## config.mk

```make
export PLATFORM = sky130hd
export DESIGN_NAME = tracked_bitmap_allocator_top
export DESIGN_NICKNAME = d
export VERILOG_FILES = /design/src/rtl/core/bta_pkg.sv /design/src/rtl/core/bta_store.sv /design/src/rtl/core/bta_find.sv /design/src/rtl/core/tracked_bitmap_allocator_top.sv
export SDC_FILE = /design/constraint.sdc
export NUM_CORES = 2
export LEC_CHECK = 0
export BUFFER_PORTS_ARGS = -buffer_cell sky130_fd_sc_hd__buf_2
export CAP_MARGIN = 40
export CORE_UTILIZATION = 30
export CTS_CLUSTER_SIZE = 16
export DETAILED_ROUTE_END_ITERATION = 8
export HOLD_SLACK_MARGIN = 0.02
export SLEW_MARGIN = 30
export SYNTH_ARGS = -nofsm -noshare
export SYNTH_HDL_FRONTEND = slang
export SYNTH_HIERARCHICAL = 1
export SYNTH_SLANG_ARGS = --single-unit
export TNS_END_PERCENT = 50
```

## constraint.sdc

```tcl
create_clock -name clk -period 6.2 [get_ports clk]
set_clock_uncertainty 0.05 [all_clocks]
set_input_delay 0.62 -clock clk [delete_from_list [all_inputs] [get_ports clk]]
set_output_delay 0.62 -clock clk [all_outputs]
set_load 0.01 [all_outputs]
```

## src/rtl/core/bta_pkg.sv

```systemverilog
// Shared types and constants for the tracked bitmap allocator.
`timescale 1ns / 1ps
`default_nettype none
package bta_pkg;

  localparam int BITS_DEFAULT = 1024;
  localparam int WORD_W       = 32;
  localparam int OFF_W        = $clog2(WORD_W);

  localparam int CMD_W   = 2;
  localparam int INDEX_W = 10;
  localparam int LS_W    = 11;
  localparam int LC_W    = 11;
  localparam int HS_W    = 10;

  localparam int S_DATA_W = 16;
  localparam int M_DATA_W = 40;

  localparam logic [CMD_W-1:0] CMD_SET   = 2'd0;
  localparam logic [CMD_W-1:0] CMD_CLEAR = 2'd1;

  typedef struct packed {
    logic             want;   // bit value looked for
    logic             dn;     // scan toward lower indices
    logic             first;  // row holds the scan start, apply offset mask
    logic             tail;   // last row, drop positions past the bitmap end
    logic [OFF_W-1:0] off;    // start offset in the first row
  } find_req_t;

  typedef struct packed {
    logic             found;
    logic [OFF_W-1:0] pos;
  } find_res_t;

endpackage
`default_nettype wire

```

## src/rtl/core/bta_store.sv

```systemverilog
// Bitmap word memory: one write port, one registered read port.
`timescale 1ns / 1ps
`default_nettype none
module bta_store #(
  parameter int ROWS = 32,
  parameter int RW   = 5
) (
  input  logic                      clk,
  input  logic                      we,
  input  logic [RW-1:0]             waddr,
  input  logic [bta_pkg::WORD_W-1:0] wdata,
  input  logic [RW-1:0]             raddr,
  output logic [bta_pkg::WORD_W-1:0] rdata
);
  import bta_pkg::*;

  logic [WORD_W-1:0] mem [ROWS];

  always_ff @(posedge clk) begin
    if (we) begin
      mem[waddr] <= wdata;
    end
    rdata <= mem[raddr];
  end

endmodule
`default_nettype wire

```

## src/rtl/core/bta_find.sv

```systemverilog
// Shared find unit: first matching bit of one word, upward or downward.
`timescale 1ns / 1ps
`default_nettype none
module bta_find #(
  parameter int TAIL = 0
) (
  input  logic [bta_pkg::WORD_W-1:0] word,
  input  bta_pkg::find_req_t         req,
  output bta_pkg::find_res_t         res
);
  import bta_pkg::*;

  logic [WORD_W-1:0] hit;
  logic [WORD_W-1:0] ord;
  logic [OFF_W-1:0]  pos;

  // mask candidates: wanted value, start offset, bitmap end
  always_comb begin
    for (int p = 0; p < WORD_W; p++) begin
      hit[p] = (word[p] == req.want);
      if (req.first) begin
        if (req.dn) begin
          hit[p] = hit[p] && (OFF_W'(p) < req.off);
        end else begin
          hit[p] = hit[p] && (OFF_W'(p) >= req.off);
        end
      end
      if (req.tail && (TAIL != 0) && (p >= TAIL)) begin
        hit[p] = 1'b0;
      end
    end
  end

  // downward scans reuse the same lowest-first encoder on a reversed word
  always_comb begin
    for (int p = 0; p < WORD_W; p++) begin
      ord[p] = req.dn ? hit[WORD_W-1-p] : hit[p];
    end
  end

  always_comb begin
    pos = '0;
    for (int p = WORD_W - 1; p >= 0; p--) begin
      if (ord[p]) begin
        pos = OFF_W'(p);
      end
    end
    res.found = |ord;
    res.pos   = req.dn ? (OFF_W'(WORD_W - 1) - pos) : pos;
  end

endmodule
`default_nettype wire

```

## src/rtl/core/tracked_bitmap_allocator_top.sv

```systemverilog
// Top level of the tracked bitmap allocator: sequencer, index registers, ports.
//
//  channel | dir | handshake         | payload
//  --------+-----+-------------------+-----------------------------------------
//  s_*     | in  | s_tvalid/s_tready | s_tdata: cmd, bit_index
//  m_*     | out | m_tvalid/m_tready | m_tdata: bit_value, lowest_set,
//          |     |                   |         lowest_clear, highest_set
//
// One command at a time. Accept, then the read-modify-write of the addressed
// word in the modify state, then the result register. A scan adds an issue
// state, then visits one 32-bit word at a time through the single read port
// of the word memory and the shared find unit; a clear may run an upward and
// a downward scan back to back. After reset a clearing pass writes every word
// to zero, with s_tready low. The result waits in its register for m_tready;
// s_tready is low until that transfer completes.
`timescale 1ns / 1ps
`default_nettype none
module tracked_bitmap_allocator_top #(
  parameter int BITS = bta_pkg::BITS_DEFAULT
) (
  input  logic                         clk,
  input  logic                         rst,
  input  logic                         s_tvalid,
  output logic                         s_tready,
  input  logic [bta_pkg::S_DATA_W-1:0] s_tdata,  // [1:0] cmd, [11:2] bit_index
  output logic                         m_tvalid,
  input  logic                         m_tready,
  output logic [bta_pkg::M_DATA_W-1:0] m_tdata   // [0] bit_value, [11:1] lowest_set,
                                                 // [22:12] lowest_clear,
                                                 // [32:23] highest_set
);
  import bta_pkg::*;

  localparam int XW       = $clog2(BITS);             // bit index
  localparam int IW       = XW + 1;                   // index or "none"
  localparam int RW       = XW - OFF_W;               // word address
  localparam int ROWS     = (BITS + WORD_W - 1) / WORD_W;
  localparam int TAIL     = BITS % WORD_W;
  localparam int LAST_ROW = ROWS - 1;

  localparam logic [IW-1:0] NONE_I = IW'(BITS);
  localparam logic [RW-1:0] LAST_R = RW'(LAST_ROW);

  typedef enum logic [2:0] {
    ST_INIT,
    ST_IDLE,
    ST_MOD,
    ST_SCAN_ISSUE,
    ST_SCAN,
    ST_OUT
  } state_t;

  state_t            state;
  logic [CMD_W-1:0]  cmd_q;
  logic [XW-1:0]     idx;
  logic              bit_value;
  logic [IW-1:0]     lo_set;
  logic [IW-1:0]     lo_clr;
  logic [XW-1:0]     hi_set;
  logic              pend_dn;
  logic              scan_dn;
  logic              scan_want;
  logic              scan_first;
  logic [RW-1:0]     scan_row;
  logic [RW-1:0]     clr_row;

  // input fields
  logic [CMD_W-1:0]   cmd_in;
  logic [INDEX_W-1:0] bit_index;
  logic [XW-1:0]      idx_in;
  logic               in_range;

  assign cmd_in    = s_tdata[CMD_W-1:0];
  assign bit_index = s_tdata[CMD_W+INDEX_W-1:CMD_W];
  assign idx_in    = XW'(bit_index);
  assign in_range  = 32'(bit_index) < 32'(BITS);

  // index arithmetic around the addressed bit
  logic [IW-1:0]     idx_ext;
  logic [IW-1:0]     succ;
  logic              succ_end;
  logic [OFF_W-1:0]  cur_off;
  logic [RW-1:0]     cur_row;
  logic [RW-1:0]     start_row;
  logic [OFF_W-1:0]  start_off;

  assign idx_ext   = IW'(idx);
  assign succ      = idx_ext + IW'(1);
  assign succ_end  = (succ == NONE_I);
  assign cur_off   = idx[OFF_W-1:0];
  assign cur_row   = idx[XW-1:OFF_W];
  assign start_row = scan_dn ? cur_row : succ[XW-1:OFF_W];
  assign start_off = scan_dn ? cur_off : succ[OFF_W-1:0];

  // word memory
  logic              we;
  logic [RW-1:0]     waddr;
  logic [WORD_W-1:0] wdata;
  logic [RW-1:0]     raddr;
  logic [WORD_W-1:0] rdata;
  logic [WORD_W-1:0] new_word;

  // test and the spare code leave the word as read
  always_comb begin
    new_word = rdata;
    if (cmd_q == CMD_SET) begin
      new_word[cur_off] = 1'b1;
    end else if (cmd_q == CMD_CLEAR) begin
      new_word[cur_off] = 1'b0;
    end
  end

  always_comb begin
    we    = 1'b0;
    waddr = cur_row;
    wdata = new_word;
    unique case (state)
      ST_INIT: begin
        we    = 1'b1;
        waddr = clr_row;
        wdata = '0;
      end
      ST_MOD: begin
        we = (cmd_q == CMD_SET) || (cmd_q == CMD_CLEAR);
      end
      default: begin
        we = 1'b0;
      end
    endcase
  end

  // read is issued in the cycle before its use
  always_comb begin
    unique case (state)
      ST_IDLE:       raddr = idx_in[XW-1:OFF_W];
      ST_SCAN_ISSUE: raddr = start_row;
      ST_SCAN:       raddr = scan_dn ? (scan_row - RW'(1)) : (scan_row + RW'(1));
      default:       raddr = '0;
    endcase
  end

  bta_store #(
    .ROWS (ROWS),
    .RW   (RW)
  ) u_store (
    .clk   (clk),
    .we    (we),
    .waddr (waddr),
    .wdata (wdata),
    .raddr (raddr),
    .rdata (rdata)
  );

  // shared find unit
  find_req_t freq;
  find_res_t fres;

  assign freq.want  = scan_dn ? 1'b1 : scan_want;
  assign freq.dn    = scan_dn;
  assign freq.first = scan_first;
  assign freq.tail  = !scan_dn && (scan_row == LAST_R);
  assign freq.off   = start_off;

  bta_find #(
    .TAIL (TAIL)
  ) u_find (
    .word (rdata),
    .req  (freq),
    .res  (fres)
  );

  // scan bookkeeping
  logic          scan_done;
  logic [IW-1:0] scan_val;

  assign scan_done = fres.found || (!scan_dn && (scan_row == LAST_R)) ||
                     (scan_dn && (scan_row == '0));
  assign scan_val  = fres.found ? IW'({scan_row, fres.pos}) :
                     (scan_dn ? '0 : NONE_I);

  // which tracked indices the modify step invalidates
  logic set_hit_clr;
  logic clr_hit_ls;
  logic clr_hit_hs;
  logic need_up;
  logic need_dn;

  assign set_hit_clr = (cmd_q == CMD_SET) && (idx_ext == lo_clr);
  assign clr_hit_ls  = (cmd_q == CMD_CLEAR) && (idx_ext == lo_set);
  assign clr_hit_hs  = (cmd_q == CMD_CLEAR) && (idx == hi_set);
  assign need_up     = (set_hit_clr || clr_hit_ls) && !succ_end;
  assign need_dn     = clr_hit_hs && (idx != '0);

  always_ff @(posedge clk) begin
    if (rst) begin
      state   <= ST_INIT;
      clr_row <= '0;
      lo_set  <= NONE_I;
      lo_clr  <= '0;
      hi_set  <= '0;
      pend_dn <= 1'b0;
    end else begin
      unique case (state)
        ST_INIT: begin
          clr_row <= clr_row + RW'(1);
          if (clr_row == LAST_R) begin
            state <= ST_IDLE;
          end
        end
        ST_IDLE: begin
          if (s_tvalid) begin
            cmd_q <= cmd_in;
            idx   <= idx_in;
            if (in_range) begin
              state <= ST_MOD;
            end else begin
              bit_value <= 1'b0;
              state     <= ST_OUT;
            end
          end
        end
        ST_MOD: begin
          bit_value <= new_word[cur_off];
          if (cmd_q == CMD_SET) begin
            if (idx_ext < lo_set) begin
              lo_set <= idx_ext;
            end
            if (idx > hi_set) begin
              hi_set <= idx;
            end
            if (set_hit_clr && succ_end) begin
              lo_clr <= NONE_I;
            end
          end else if (cmd_q == CMD_CLEAR) begin
            if (idx_ext < lo_clr) begin
              lo_clr <= idx_ext;
            end
            if (clr_hit_ls && succ_end) begin
              lo_set <= NONE_I;
            end
            if (clr_hit_hs && (idx == '0)) begin
              hi_set <= '0;
            end
          end
          scan_want <= clr_hit_ls;
          if (need_up) begin
            scan_dn <= 1'b0;
            pend_dn <= need_dn;
            state   <= ST_SCAN_ISSUE;
          end else if (need_dn) begin
            scan_dn <= 1'b1;
            pend_dn <= 1'b0;
            state   <= ST_SCAN_ISSUE;
          end else begin
            state <= ST_OUT;
          end
        end
        ST_SCAN_ISSUE: begin
          scan_row   <= start_row;
          scan_first <= 1'b1;
          state      <= ST_SCAN;
        end
        ST_SCAN: begin
          if (scan_done) begin
            if (scan_dn) begin
              hi_set <= XW'(scan_val);
            end else if (scan_want) begin
              lo_set <= scan_val;
            end else begin
              lo_clr <= scan_val;
            end
            if (pend_dn) begin
              scan_dn <= 1'b1;
              pend_dn <= 1'b0;
              state   <= ST_SCAN_ISSUE;
            end else begin
              state <= ST_OUT;
            end
          end else begin
            scan_row   <= raddr;
            scan_first <= 1'b0;
          end
        end
        ST_OUT: begin
          if (m_tready) begin
            state <= ST_IDLE;
          end
        end
        default: begin
          state <= ST_INIT;
        end
      endcase
    end
  end

  assign s_tready = (state == ST_IDLE);
  assign m_tvalid = (state == ST_OUT);
  assign m_tdata  = {
    (M_DATA_W - 1 - LS_W - LC_W - HS_W)'(0),
    HS_W'(hi_set),
    LC_W'(lo_clr),
    LS_W'(lo_set),
    bit_value
  };

endmodule
`default_nettype wire

```

==> results.sh <==
export IMPL_status="completed"
export IMPL_finalSetupViolCount=0
export IMPL_p_leak_nw=16.4
export IMPL_fp_dieH_microns=401
export IMPL_syn_to_final_growth_pct=14.8
export IMPL_use_met2=0.247
export IMPL_hold_end="idx[0]$_DFFE_PP_"
export IMPL_crit_type="reg2reg"
export IMPL_min_from="s_tdata[2]"
export IMPL_nFillCells=15000
export IMPL_stdcell_count=5466
export IMPL_max_vdd_ir_drop_v=0.000224
export IMPL_p_per_area_mw_per_mm2=278
export IMPL_fmax_ghz=0.194
export IMPL_io_buffer_count=50
export IMPL_min_path_cells=1
export IMPL_grt_pass1_vias=27300
export IMPL_die_x_microns=401
export IMPL_drt_pass1_iter_count=5
export IMPL_syn_avg_cell_area_sq_um=14.9
export IMPL_h_tree_depth=3
export IMPL_cts_path_max_buffers=3
export IMPL_slew_viol_final=0
export IMPL_hpwlAfterDp_mm=74.1
export IMPL_reg2reg_depth=15
export IMPL_r2r_setup_slack_ns=1.05
export IMPL_swShare=0.209
export IMPL_grt_usage=0.157
export IMPL_critPathArrivalTime_ns=5.71
export IMPL_grtUsageMet3=0.0268
export IMPL_nets=3354
export IMPL_coreArea_sq_mm=0.158
export IMPL_grt_max_degree=81
export IMPL_clock_latency_ns=0.73
export IMPL_grt_pass1_wl_mm=188
export IMPL_final_core_utilization=0.347
export IMPL_numCtsBuffers=113
export IMPL_initial_core_util=0.302
export IMPL_clkTransAtPathRegs_ns=0.06
export IMPL_p_clk_frac=0.428
export IMPL_switchingPower_w=0.00320
export IMPL_drc_errors=0
export IMPL_max_cap_violations=0
export IMPL_pin_count=62
export IMPL_cts_num_sinks=1118
export IMPL_p_int_w=0.0121
export IMPL_post_cts_buffers=0
export IMPL_dieArea_sq_mm=0.161
export IMPL_r2r_end="hi_set[0]$_SDFFE_PP0P_"
export IMPL_fin_crit_sh=0.830
export IMPL_path_buf_inv=2
export IMPL_gp_congestion=0.867
export IMPL_ys_warn_count=6
export IMPL_cp_end_kind="flop"
export IMPL_min_path_type="in2reg"
export IMPL_power_frac_seq=0.544
export IMPL_drtIter0Drc=2806
export IMPL_vias_per_cell=5.18
export IMPL_r2r_start="idx[1]$_DFFE_PP_"
export IMPL_rows=146
export IMPL_synth_cell_area_sq_mm=0.0478
export IMPL_overflow=0
export IMPL_postRouteAntennaNets=0
export IMPL_cpMaxStageDelayCell="or4_1"
export IMPL_pwr_share_comb=0.027
export IMPL_fin_crit_ns=5.15
export IMPL_rsz0062_at_grt="no"
export IMPL_netlist_instances=3200
export IMPL_start_kind="flop"
export IMPL_timing_setup_tns_ns=0
export IMPL_use_met1=0.217
export IMPL_hold_viol=0
export IMPL_antenna_found_initial=1
export IMPL_register_area_sq_mm=0.0328
export IMPL_top_usage_layer="met2"
export IMPL_slowest_delay_ns=0.57
export IMPL_layout_drive_gt1_share=0.129
export IMPL_cp_cell_sequence="buf_4 > inv_1 > ha_1 > mux2_2 > nor3_2 > o21ai_0 > a21oi_1 > nand2b_1 > or4_1 > nor3_1 > nand2_1 > nor3_2 > nor3_1 > o31a_1 > mux2_1"
export IMPL_slew_headroom=0.401
export IMPL_wire_per_inst_microns=23.8
export IMPL_cp_required_ns=6.76
export IMPL_drt_total_wl_mm=130
export IMPL_worst_pin_slew_ns=0.892
export IMPL_multi_input_area_sq_mm=0.0141
export IMPL_cts_tree="done"
export IMPL_vias=28300
export IMPL_cts_root_buf="clkbuf_16"
export IMPL_critPathMaxFanout=18
export IMPL_critical_path_top_delay_family="simple AND/OR/NAND/NOR gates"
export IMPL_dp_cells=5241
[routing by layer]
metal | vias to the layer above | routed length, microns | share of wire
li1 | 12600 | - | -
met4 | 0 | 4640 | 0.036
met2 | 995 | 59300 | 0.46
met1 | 14400 | 57300 | 0.44
met3 | 228 | 8630 | 0.066
met5 | - | 0 | 0
[flip-flops by register name (all words and copies together) (netlist names), 3 cells and up]
signal,cells
u_store/mem,1024
hi_set,10
u_store/rdata,32
state,3
lo_set,11
lo_clr,11
idx,10
scan_row,5
clr_row,5
[how the worst max path moves through the flow]
stage,slack [ns],cells past startpoint,start,endpoint
3_3_place_gp,0.97,15,idx[0]$_DFFE_PP_,lo_set[7]$_SDFFE_PP0P_
5_1_grt,0.80,15,idx[1]$_DFFE_PP_,hi_set[0]$_SDFFE_PP0P_
3_5_place_dp,1.12,13,idx[1]$_DFFE_PP_,scan_row[1]$_DFFE_PP_
6_report,1.05,15,idx[1]$_DFFE_PP_,hi_set[0]$_SDFFE_PP0P_
2_1_floorplan,1.90,16,idx[0]$_DFFE_PP_,lo_set[0]$_SDFFE_PP0P_
4_1_cts,1.11,11,scan_dn$_SDFFCE_PP1P_,scan_row[0]$_DFFE_PP_
[final cells by class]
type | instances | share of cell area
Inverter | 44 | 0.00301
Antenna cell | 1 | 0.0000456
Clock buffer | 154 | 0.0555
Clock inverter | 60 | 0.00862
Tap cell | 2072 | 0.0473
Timing Repair Buffer | 181 | 0.0297
Multi-Input combinational cell | 1836 | 0.257
Sequential cell | 1118 | 0.599
[layout by cell type, fill, tap and decap left out, types with 13 or more instances in the layout]
master,n
a21o_1,16
a21oi_1,140
a21oi_4,13
a22o_1,73
a22oi_1,121
a31oi_1,42
buf_12,21
buf_2,50
buf_4,90
clkbuf_1,36
clkbuf_16,114
clkinv_1,33
dfxtp_1,73
edfxtp_1,1045
ha_1,39
inv_1,40
mux2_1,13
mux2i_1,529
nand2_1,146
nand2b_1,22
nand3_1,120
nor2_1,83
nor2_4,36
nor2b_1,20
nor3_1,56
o21ai_0,55
o31ai_1,15
or3_1,24
or4_1,16
xnor2_1,30
xor2_1,23
[repair_timing]
action,in CTS,in global routing
resized for setup,0,0
hold endpoints to repair,6,0
hold buffers,6,0
[power by group through the flow]
stage	Combinational, W	Clock (W)	Sequential (W)
6_report	0.000418	0.00653	0.00831
5_1_grt	0.000446	0.00694	0.00831
4_1_cts	0.000418	0.00666	0.00831
3_5_place_dp	0.000414	0	0.00847
3_3_place_gp	0.000397	0	0.00846
2_1_floorplan	0.000234	0	0.00843
[stage by stage]
step	worst slack, ns	instance area, sq um	hold WS, ns	total power [W]
6_report	1.05	54900	0.0763	0.0153
3_3_place_gp	0.970	50900	0.442	0.00886
5_1_grt	0.805	54900	0.0387	0.0157
4_1_cts	1.11	54800	0.0215	0.0154
3_5_place_dp	1.12	51300	0.442	0.00888
2_1_floorplan	1.90	47800	0.434	0.00867
Note: power is estimated with default switching activity, not from simulation.
